**src/rtl/core/pph_pkg.sv**
```systemverilog
// ----------------------------------------------------------------------------
// Pinhole pixel reprojection package
// Shared types, register codes, pipeline depths and saturation helper.
// ----------------------------------------------------------------------------
package pph_pkg;

  localparam int unsigned CfgIdxW  = 3;
  localparam int unsigned CfgDataW = 64;
  localparam int unsigned QuotW    = 41;
  localparam int unsigned XformLat = 4;
  localparam int unsigned DivLat   = QuotW + 4;
  localparam int unsigned ProjLat  = DivLat + 2;
  localparam int unsigned Latency  = XformLat + ProjLat;

  localparam logic signed [31:0] SatMax = 32'sh7fff_ffff;
  localparam logic signed [31:0] SatMin = 32'sh8000_0000;
  localparam logic [QuotW-1:0]   QuotLimit = {1'b1, {(QuotW-1){1'b0}}};

  typedef enum logic [CfgIdxW-1:0] {
    CFG_ROT0,
    CFG_ROT1,
    CFG_ROT2,
    CFG_TRANS,
    CFG_FOCAL,
    CFG_PP,
    CFG_INV_FOCAL,
    CFG_SCALED_PP
  } cfg_idx_e;

  typedef struct packed {
    logic signed [31:0] source_u;
    logic signed [31:0] source_v;
    logic [15:0]        inverse_depth;
  } in_item_t;

  typedef struct packed {
    logic signed [31:0] warped_u;
    logic signed [31:0] warped_v;
    logic signed [31:0] point_x;
    logic signed [31:0] point_y;
    logic signed [31:0] point_z;
    logic               depth_zero;
  } out_item_t;

  typedef struct packed {
    logic signed [31:0] x;
    logic signed [31:0] y;
    logic signed [31:0] z;
  } point_t;

  typedef struct packed {
    logic signed [15:0] r00;
    logic signed [15:0] r01;
    logic signed [15:0] r02;
    logic signed [15:0] r10;
    logic signed [15:0] r11;
    logic signed [15:0] r12;
    logic signed [15:0] r20;
    logic signed [15:0] r21;
    logic signed [15:0] r22;
    logic signed [15:0] tx;
    logic signed [15:0] ty;
    logic signed [15:0] tz;
    logic [31:0]        fx;
    logic [31:0]        fy;
    logic signed [31:0] cx;
    logic signed [31:0] cy;
    logic [31:0]        ifx;
    logic [31:0]        ify;
    logic signed [31:0] spx;
    logic signed [31:0] spy;
  } cfg_t;

  function automatic logic signed [31:0] sat32(input logic signed [63:0] x);
    if (x > 64'sd2147483647) begin
      return SatMax;
    end
    if (x < -64'sd2147483648) begin
      return SatMin;
    end
    return x[31:0];
  endfunction

endpackage

```
**src/rtl/core/pph_cfg_regs.sv**
```systemverilog
// ----------------------------------------------------------------------------
// Configuration registers
// Write-only register file; decodes packed fields for the datapath.
// ----------------------------------------------------------------------------
module pph_cfg_regs (
  input  logic                          clk_i,
  input  logic                          rst_ni,
  input  logic                          cfg_we_i,
  input  logic [pph_pkg::CfgIdxW-1:0]   cfg_idx_i,
  input  logic [pph_pkg::CfgDataW-1:0]  cfg_wdata_i,
  output pph_pkg::cfg_t                 cfg_o
);
  import pph_pkg::*;

  logic [47:0] rot0_q, rot1_q, rot2_q, trans_q;
  logic [63:0] focal_q, pp_q, ifocal_q, spp_q;

  always_ff @(posedge clk_i or negedge rst_ni) begin
    if (!rst_ni) begin
      rot0_q   <= 48'h0000_0000_4000;
      rot1_q   <= 48'h0000_4000_0000;
      rot2_q   <= 48'h4000_0000_0000;
      trans_q  <= 48'h0;
      focal_q  <= 64'h0001_0000_0001_0000;
      pp_q     <= 64'h0;
      ifocal_q <= 64'h0100_0000_0100_0000;
      spp_q    <= 64'h0;
    end else if (cfg_we_i) begin
      case (cfg_idx_e'(cfg_idx_i))
        CFG_ROT0:      rot0_q   <= cfg_wdata_i[47:0];
        CFG_ROT1:      rot1_q   <= cfg_wdata_i[47:0];
        CFG_ROT2:      rot2_q   <= cfg_wdata_i[47:0];
        CFG_TRANS:     trans_q  <= cfg_wdata_i[47:0];
        CFG_FOCAL:     focal_q  <= cfg_wdata_i;
        CFG_PP:        pp_q     <= cfg_wdata_i;
        CFG_INV_FOCAL: ifocal_q <= cfg_wdata_i;
        CFG_SCALED_PP: spp_q    <= cfg_wdata_i;
        default: ;
      endcase
    end
  end

  always_comb begin
    cfg_o.r00 = rot0_q[15:0];
    cfg_o.r01 = rot0_q[31:16];
    cfg_o.r02 = rot0_q[47:32];
    cfg_o.r10 = rot1_q[15:0];
    cfg_o.r11 = rot1_q[31:16];
    cfg_o.r12 = rot1_q[47:32];
    cfg_o.r20 = rot2_q[15:0];
    cfg_o.r21 = rot2_q[31:16];
    cfg_o.r22 = rot2_q[47:32];
    cfg_o.tx  = trans_q[15:0];
    cfg_o.ty  = trans_q[31:16];
    cfg_o.tz  = trans_q[47:32];
    cfg_o.fx  = focal_q[31:0];
    cfg_o.fy  = focal_q[63:32];
    cfg_o.cx  = pp_q[31:0];
    cfg_o.cy  = pp_q[63:32];
    cfg_o.ifx = ifocal_q[31:0];
    cfg_o.ify = ifocal_q[63:32];
    cfg_o.spx = spp_q[31:0];
    cfg_o.spy = spp_q[63:32];
  end

endmodule

```
**config.mk**
```make
export PLATFORM = sky130hd
export DESIGN_NAME = pph_cfg_regs
export DESIGN_NICKNAME = d
export VERILOG_FILES = /design/src/rtl/core/pph_pkg.sv /design/src/rtl/core/pph_cfg_regs.sv
export SDC_FILE = /design/constraint.sdc
export NUM_CORES = 1
export LEC_CHECK = 0
export ABC_AREA = 1
export BUFFER_PORTS_ARGS = -buffer_cell sky130_fd_sc_hd__buf_2
export CAP_MARGIN = 20
export CORE_AREA = 2 2 202 204
export CTS_BUF_LIST = sky130_fd_sc_hd__clkbuf_16
export DETAILED_ROUTE_END_ITERATION = 12
export DIE_AREA = 0 0 204 206
export PLACE_DENSITY_LB_ADDON = 0.15
export SLEW_MARGIN = 15
export SYNTH_ARGS = -nofsm -noshare
export SYNTH_HDL_FRONTEND = slang
export SYNTH_SLANG_ARGS = --single-unit
```
**constraint.sdc**
```tcl
create_clock -name clk_i -period 1.1 [get_ports clk_i]
set_input_delay 0.11 -clock clk_i [delete_from_list [all_inputs] [get_ports clk_i]]
set_output_delay 0.11 -clock clk_i [all_outputs]
set_load 0.1 [all_outputs]
```
==> results of run 1 <==
sequential cells by signal (all words and copies together), names as in the netlist:
name,cells
focal_q,64
rot0_q,48
rot1_q,48
spp_q,64
ifocal_q,64
rot2_q,48
trans_q,48
pp_q,64
layout make-up:
class | count | area [sq um] | share of cell area
flip-flops and latches | 448 | 11770 | 0.3750
diodes | 3 | 7.507 | 0.0002391
clock buffers | 49 | 1226 | 0.03906
inverters | 6 | 22.52 | 0.0007174
well taps | 532 | 665.6 | 0.02120
multi-input cells | 1365 | 5464 | 0.1740
repair buffers | 762 | 12010 | 0.3827
clock inverters | 36 | 222.7 | 0.007094
worst reg2reg max path, cell delays in order (launching register included):
cell	delay, ns
dfrtp_2	0.42
buf_4	0.14
buf_4	0.12
nand2_1	0.08
nand2_1	0.09
per-stage QoR:
| stage | total power, mW | cells | hold slack (ns) |
|---|---|---|---|
| final | 82.44 | 3201 | 0.02626 |
| after detailed placement | 66.31 | 2972 | 0.01797 |
| after global placement | 65.74 | 2972 | 0.01643 |
| after CTS | 82.16 | 3162 | 0.006139 |
| after floorplan | 47.90 | 1979 | -0.1856 |
| after global routing | 84.54 | 3201 | 0.03812 |
placed cells by master, fill, tap and decap left out:
cell type,count
inv_2,1
dlygate4sd3_1,65
nand3_1,208
dfrtp_2,441
buf_4,125
diode_2,3
clkbuf_16,49
buf_2,68
dfstp_2,7
clkinv_2,7
clkinv_1,10
inv_1,21
buf_8,1
buf_12,503
bufinv_16,3
nand2_2,8
nor2_4,8
nand2_1,1141
timing repair:
item,CTS,global route
hold buffers,65,0
buffers inserted,40,36
setup endpoints to repair,448,448
hold endpoints to repair,896,0
resized for setup,0,0
pin swaps,0,0
synth_stat cells (all sizes together):
master | n | share of area
inv | 6 | 0.0013
buf | 100 | 0.029
dfstp | 7 | 0.011
nor2 | 8 | 0.0029
clkbuf | 60 | 0.015
nand3 | 208 | 0.060
nand2 | 1149 | 0.25
dfrtp | 441 | 0.63
metal layers:
metal	GRT usage	part of all wire
met1	0.4001	0.36
met2	0.5481	0.50
met3	0.08546	0.089
met4	0.1840	0.059
met5	0	0
how the worst max path moves through the flow:
| stage | cells after the start | endpoint |
|---|---|---|
| floorplan | 8 | rot0_q[11] |
| global placement | 7 | pp_q[26] |
| detailed placement | 7 | pp_q[62] |
| CTS | 1 | cfg_o[446] |
| global route | 1 | cfg_o[382] |
| finish | 1 | cfg_o[382] |
cells by family (layout without fill, tap and decap cells):
group | after synthesis | in the layout | synth area share
flip-flops | 448 | 448 | 0.6441
AND/OR/NAND/NOR | 1365 | 1365 | 0.3104
buffers and inverters | 166 | 853 | 0.04554
other | 0 | 3 | 0
report_power, final:
part	leakage, nW	internal, mW	switching [mW]	total (mW)
sequential	5.07	20.2	3.73	24.0
clock	0.775	8.68	6.58	15.3
combinational	9.50	14.4	28.8	43.2
total	15.3	43.3	39.1	82.4
==> impl_metrics.yaml, run 1 <==
run_status:
  status: "finished, violations left"
  violations: "setup timing"
die:
  die_w_um: 204
  die_area_sq_um: 42020
  core_area_sq_um: 40180
  start_util: 0.4335
  ioPinCount: 518
  die_h_um: 206
  rows: 74
placed_design:
  dp_slack_ns: -0.2052
  portBuffers: 517
  placed_area_sq_um: 28720
  place_congestion: 0.8482
  hpwlAfterDp_um: 47920
worst_setup_path:
  r2r-start: "rot1_q[45]"
  critPathSlowestCell: "dfstp_2"
  rr_endpoint: "rot1_q[45]"
  critPathMaxStageDelay_ns: 0.59
  critPathLaunch: "rot1_q[30]"
  start_kind: "register"
  required_ns: 0.99
  path_delay_family: "flip-flops"
  crit_chain: "buf_12"
  crit_fanout: 2
  reg2reg_depth: 4
  criticalPathCategory: "reg -> out"
  worst_setup_path_end_kind: "output port"
  rrSetupSlack_ns: 0.14
  worst-path-buf-inv: 1
  cp_data_arrival_time_ns: 1.35
power_and_ir_drop:
  leakagePower_nw: 15.34
  powerDensity_nw_per_um2: 2626
  ir_worst_vdd_mv: 1.723
clock_tree:
  cts_buffers: 46
  cts.reportedPaths.clkPinSlew_ns: 0.06
  cts_tree: "yes"
  root_buffer: "clkbuf_16"
  htreeDepth: 2
  cts_buffer_depth: 3
  clkLatencyLatePin_ns: 0.57
  cts_sinks: 448
timing:
  fin_ws_ns: -0.3555
  final.period_utilization: 1.323
  max_freq_mhz: 687.0
  rsz0062_at_grt: "true"
  setup-tns-final_ns: -81.54
  report.final.slew_viol_count: 0
  min_period_ns: 1.456
  clock_skew_ns: 0
  tightest_slew_ns: 0.3641
  finalHoldViolations: 0
  setup_viol: 448
  maxSlewHeadroom: 0.7573
synthesis:
  synthCells: 1979
  yosys_warnings: 0
  ys_seq_area_frac: 0.6441
  netlist_area_sq_um: 17420
  synth_area_per_cell_sq_um: 8.802
  synth_nets: 2049
  ys_ff_latch: 448
  synthDistinctLibCells: 14
grt:
  grt_use_total: 0.3325
  grt_max_degree: 44
  grt_pass1_vias: 17255
  grt_overflow: 0
  grt_pass1_wl_um: 105400
  antenna_found_initial: 4
routing:
  vias_per_cell: 5.290
  drc: 0
  wl_um: 70660
  ant_nets: 0
  drt_iter0_drc: 1272
  via_count: 16933
  wl_per_cell_um: 22.07
  first_pass_iters: 6
layout:
  final.fill_count: 2338
  fin_nets: 2699
  post-route-util: 0.7813
  final_area_sq_um: 31390
  area_growth_pct: 80.23
  drive_gt1_frac: 0.4580
min_path:
  hold_path.class: "in -> async"
job:
  max-cap-violations: 0
No activity file was read; power rests on OpenSTA's default activity.
==> inputs of run 2 (changes only) <==
- clock period: 1.1 -> 1.25 ns (I/O delays scaled with it)
==> run 2 against run 1 <==
  * First-iteration DRC count up 40%
  * The flow still finishes with violations (setup timing)
  * Combinational power down 9.0%
  * Sequential power down 14%
  * Worst hold slack better by 0.027 ns
  * Cell area about the same
  * Wire length up 15%
  * Largest cell class unchanged
  * Global-route usage up 1.9 points
==> impl_metrics.yaml, run 2 (same netlist as run 1, synthesis figures left out) <==
layout:
  final_common_cell: "nand2_1"
  final_area_sq_um: 31370
  final_cell_mix: "1141 x nand2_1, 491 x buf_12, 433 x dfrtp_1, 209 x buf_4, 208 x nand3_1"
  drive_gt1_frac: 0.3175
  fin_nets: 2775
  final.fill_count: 2189
  area_growth_pct: 80.08
grt:
  grt_use_total: 0.3513
  grt_overflow: 0
  grt_pass1_wl_um: 111000
  antenna_found_initial: 4
  grt_max_degree: 79
  grt_pass1_vias: 17911
timing:
  min_period_ns: 1.520
  maxSlewHeadroom: 0.6112
  finalHoldViolations: 0
  fin_ws_ns: -0.2696
  report.final.slew_viol_count: 0
  setup-tns-final_ns: -28.68
  tightest_slew_ns: 0.5812
  clock_skew_ns: 0
  final.period_utilization: 1.216
  rsz0062_at_grt: "true"
  setup_viol: 448
  max_freq_mhz: 658.1
power_and_ir_drop:
  internal_power_mw: 38.63
  pwr-share-seq: 0.277
  leakagePower_nw: 16.23
  pwr-share-clk: 0.194
  powerDensity_nw_per_um2: 2374
  p_sw_frac: 0.4812
  combPwrFrac: 0.528
  power_switching_mw: 35.83
  ir_worst_vdd_mv: 1.607
worst_setup_path:
  critPathLaunch: "pp_q[2]"
  critPathMaxStageDelay_ns: 0.57
  worst_setup_path_end_kind: "output port"
  crit_chain: "buf_12"
  worst-path-buf-inv: 1
  cp_data_arrival_time_ns: 1.39
  path_delay_family: "flip-flops"
  crit_fanout: 2
  critPathSlowestCell: "dfrtp_1"
  start_kind: "register"
  required_ns: 1.12
  criticalPathCategory: "reg -> out"
  rrSetupSlack_ns: 0.06
  r2r-start: "spp_q[39]"
routing:
  first_pass_iters: 6
  drc: 0
  drt_iter0_drc: 1781
  vias_per_cell: 5.529
  ant_nets: 0
  via_count: 18124
  wl_per_cell_um: 24.78
  wl_um: 81240
run_status:
  violations: "setup timing"
  status: "finished, violations left"
min_path:
  hold_path.class: "in -> reg"
  hold_start: "cfg_idx_i[2]"
placed_design:
  hpwlAfterDp_um: 42100
  dp_slack_ns: -0.03061
  place_congestion: 0.8491
  portBuffers: 517
  placed_area_sq_um: 23720
clock_tree:
  htreeDepth: 2
  cts_buffers: 47
  root_buffer: "clkbuf_16"
  clkLatencyLatePin_ns: 0.59
  cts.reportedPaths.clkPinSlew_ns: 0.07
  cts_sinks: 448
  cts_buffer_depth: 3
  cts_tree: "yes"
job:
  max-cap-violations: 0
die:
  core_area_sq_um: 40180
  die_h_um: 206
  die_area_sq_um: 42020
  die_w_um: 204
  start_util: 0.4335
  rows: 74
  ioPinCount: 518
==> run 2: cell count changes in the layout (fill, tap and decap cells not counted), sizes merged <==
cell,previous run,this run
buf,697,770
clkinvlp,0,6
bufinv,3,6
clkinv,17,14
clkbuf,49,47
dlygate4sd3,65,67
inv,22,20
==> run 2: layout make-up <==
type	instances	area (sq um)	area share
diodes	3	7.507	0.0002393
clock buffers	47	1176	0.03749
clock inverters	40	364.1	0.01161
inverters	6	22.52	0.0007180
multi-input cells	1365	5464	0.1742
flip-flops and latches	448	11230	0.3580
well taps	532	665.6	0.02122
repair buffers	837	12440	0.3966
==> run 2: power groups by stage <==
| stage | sequential, mW | combinational (mW) | clock (mW) |
|---|---|---|---|
| 6_report | 20.6 | 39.3 | 14.5 |
| 5_1_grt | 20.8 | 40.2 | 15.1 |
| 4_1_cts | 20.3 | 37.2 | 14.4 |
| 3_5_place_dp | 19.6 | 31.5 | 0 |
| 3_3_place_gp | 19.5 | 31.3 | 0 |
| 2_1_floorplan | 38.9 | 2.64 | 0 |
==> run 2: timing repair <==
action / 4_1_cts / 5_1_grt
setup endpoints to repair: 448 / 460
hold buffers: 66 / 2
resized for setup: 1037 / 42
endpoints found under the hold margin: 891 / 10
setup buffers: 73 / 114
==> run 2: stage by stage <==
stage / std cells / power (mW) / utilization / hold slack, ns
2_1_floorplan: 1979 / 41.56 / - / -0.1706
3_3_place_gp: 2934 / 50.84 / 0.5902 / -0.01680
3_5_place_dp: 2934 / 51.10 / 0.5902 / -0.01602
4_1_cts: 3160 / 71.94 / 0.7544 / 0.03311
5_1_grt: 3278 / 76.10 / 0.7806 / 0.08881
6_report: 3278 / 74.46 / 0.7806 / 0.05335
==> run 2: worst min-delay path, stage by stage <==
cell and delay (ns):
buf_2 0.12, nor2_4 0.05, buf_4 0.17, nand3_1 0.07, nand2_1 0.05
==> run 2: worst paths after layout <==
path                            cells after the start           end
worst max-delay path                                1    cfg_o[162]
worst min-delay path                                5     rot1_q[5]
worst max register to register                      3     spp_q[39]
worst min register to register                      2    rot1_q[30]
max in group asynchronous                           3  ifocal_q[45]
min in group asynchronous                           3    rot2_q[14]
==> run 2: layer usage <==
| metal | vias up | routed length [um] | track usage |
|---|---|---|---|
| li1 | 7523 | - | - |
| met1 | 8796 | 27870 | 0.4155 |
| met2 | 1354 | 38430 | 0.5644 |
| met3 | 449 | 8522 | 0.09760 |
| met4 | 2 | 6395 | 0.2316 |
| met5 | - | 13 | 0 |
==> inputs of run 3 (changes only) <==
- CORE_AREA: 2 2 202 204 -> 2 2 200 202
- CTS_BUF_LIST: sky130_fd_sc_hd__clkbuf_16 -> sky130_fd_sc_hd__clkbuf_8
- DIE_AREA: 0 0 204 206 -> 0 0 202 204
==> run 3 against run 2 <==
  * The run still ends with setup timing left
  * Non-clock buffer count up 53
  * Critical path depth unchanged
  * Wire length up 5.6%
  * Via count up 5.6%
  * Die area down 1.9%
  * First-iteration DRC count up 9.5%
  * Clock power about the same
  * Cell area up 2.2%
  * Worst setup slack worse by 0.020 ns
  * Largest power group unchanged
==> impl_metrics.yaml, run 3 (same netlist as run 1, synthesis figures left out) <==
run_status:
  status: "finished, violations left"
  violations: "setup timing"
routing:
  via_count: 19146
  ant_nets: 0
  wl_um: 85770
  vias_per_cell: 5.671
  first_pass_iters: 8
  drc: 0
  wl_per_cell_um: 25.41
  drt_iter0_drc: 1950
clock_tree:
  htreeDepth: 3
  cts.reportedPaths.clkPinSlew_ns: 0.06
  clkLatencyLatePin_ns: 0.64
  cts_tree: "yes"
  root_buffer: "clkbuf_8"
  cts_sinks: 448
  cts_buffers: 76
  cts_buffer_depth: 3
worst_setup_path:
  start_kind: "register"
  cp_data_arrival_time_ns: 1.41
  criticalPathCategory: "reg -> out"
  critPathMaxStageDelay_ns: 0.59
  crit_chain: "buf_12"
  path_delay_family: "flip-flops"
  required_ns: 1.12
  critPathSlowestCell: "dfstp_2"
  path_depth: 1
  worst_setup_path_end_kind: "output port"
  worst-path-buf-inv: 1
  crit_fanout: 2
  reg2reg_depth: 4
grt:
  antenna_found_initial: 4
  grt_overflow: 0
  grt_pass1_vias: 18648
  grt_use_total: 0.3593
  grt_max_degree: 67
  grt_pass1_wl_um: 112500
die:
  die_h_um: 204
  die_w_um: 202
  rows: 73
  die_area_sq_um: 41210
  core_area_sq_um: 39180
  start_util: 0.4446
  ioPinCount: 518
layout:
  final_common_cell: "nand2_1"
  final_cell_mix: "1140 x nand2_1, 497 x buf_12, 426 x dfrtp_1, 251 x buf_4, 208 x nand3_1"
  instances_no_fill: 3376
  fin_nets: 2857
  area_growth_pct: 84.02
  final_area_sq_um: 32050
  drive_gt1_frac: 0.3434
power_and_ir_drop:
  ir_worst_vdd_mv: 1.528
  powerDensity_nw_per_um2: 2336
  leakagePower_nw: 16.71
timing:
  setup_viol: 463
  rsz0062_at_grt: "true"
  finalHoldViolations: 0
  maxSlewHeadroom: 0.4912
  tightest_slew_ns: 0.7606
  max_freq_mhz: 649.7
  report.final.slew_viol_count: 0
  min_period_ns: 1.539
  final.period_utilization: 1.231
  fin_ws_ns: -0.2892
  clock_skew_ns: 0
placed_design:
  hpwlAfterDp_um: 41970
  portBuffers: 517
  placed_area_sq_um: 23740
  place_congestion: 0.8136
  placed_cells: 2940
job:
  max-cap-violations: 0
min_path:
  hold_path.class: "in -> reg"
  whs_path_depth: 5
-- run 3: cell count changes in the layout (fill, tap and decap cells not counted), sizes merged --
cell,delta
buf,+47
bufinv,-4
clkbuf,+62
clkinv,-9
inv,+9
-- run 3: repair_timing --
| action | in CTS | in global routing |
|---|---|---|
| endpoints found under the hold margin | 896 | 15 |
| hold buffers | 67 | 1 |
| gates cloned | 0 | 6 |
| gates resized for setup | 1081 | 40 |
| setup buffers | 85 | 136 |
| pin swaps | 0 | 4 |
| setup endpoints to repair | 448 | 541 |
-- run 3: layer usage --
metal  vias to the layer above  share of wire  track usage
li1                       7708              -            -
met1                      9299           0.32       0.4104
met2                      1615           0.48       0.5898
met3                       522           0.12       0.1030
met4                         2          0.085       0.2421
met5                         -        0.00014            0
-- run 3: report_power, final --
| part | switching, mW | internal (mW) |
|---|---|---|
| sequential | 3.46 | 17.3 |
| clock | 6.54 | 7.76 |
| combinational | 26.3 | 13.5 |
| total | 36.3 | 38.6 |
-- run 3: per-stage QoR --
stage / setup TNS (ns) / hold WS, ns / util / power [mW] / setup WS (ns)
6_report: -51.43 / 0.1082 / 0.8181 / 74.88 / -0.2892
3_3_place_gp: 0 / -0.0002589 / 0.6058 / 50.70 / 0.003859
3_5_place_dp: -0.07747 / -0.0008427 / 0.6058 / 50.98 / -0.03058
4_1_cts: -63.69 / 0.04604 / 0.7834 / 71.89 / -0.3130
5_1_grt: -66.90 / 0.1033 / 0.8181 / 76.43 / -0.2991
2_1_floorplan: 0 / -0.1706 / - / 41.56 / 0.09419
-- run 3: final timing paths --
kind,startpoint,end,slack (ns)
worst max-delay path,focal_q[48],cfg_o[208],-0.29
worst min-delay path,cfg_idx_i[1],rot1_q[47],0.11
worst max register to register,pp_q[39],pp_q[39],0.16
worst min register to register,rot2_q[46],rot2_q[46],0.48
max in group asynchronous,rst_ni,spp_q[13],-0.09
min in group asynchronous,rst_ni,focal_q[60],0.12
-- run 3: final cells by class --
cell class / count / area, sq um
timing repair buffer: 890 / 13010
multi-input combinational: 1365 / 5482
antenna: 3 / 7.507
sequential: 448 / 11240
inverter: 6 / 27.53
clock inverter: 36 / 215.2
clock buffer: 103 / 1418
tap: 525 / 656.9
fill: 1818 / 7129
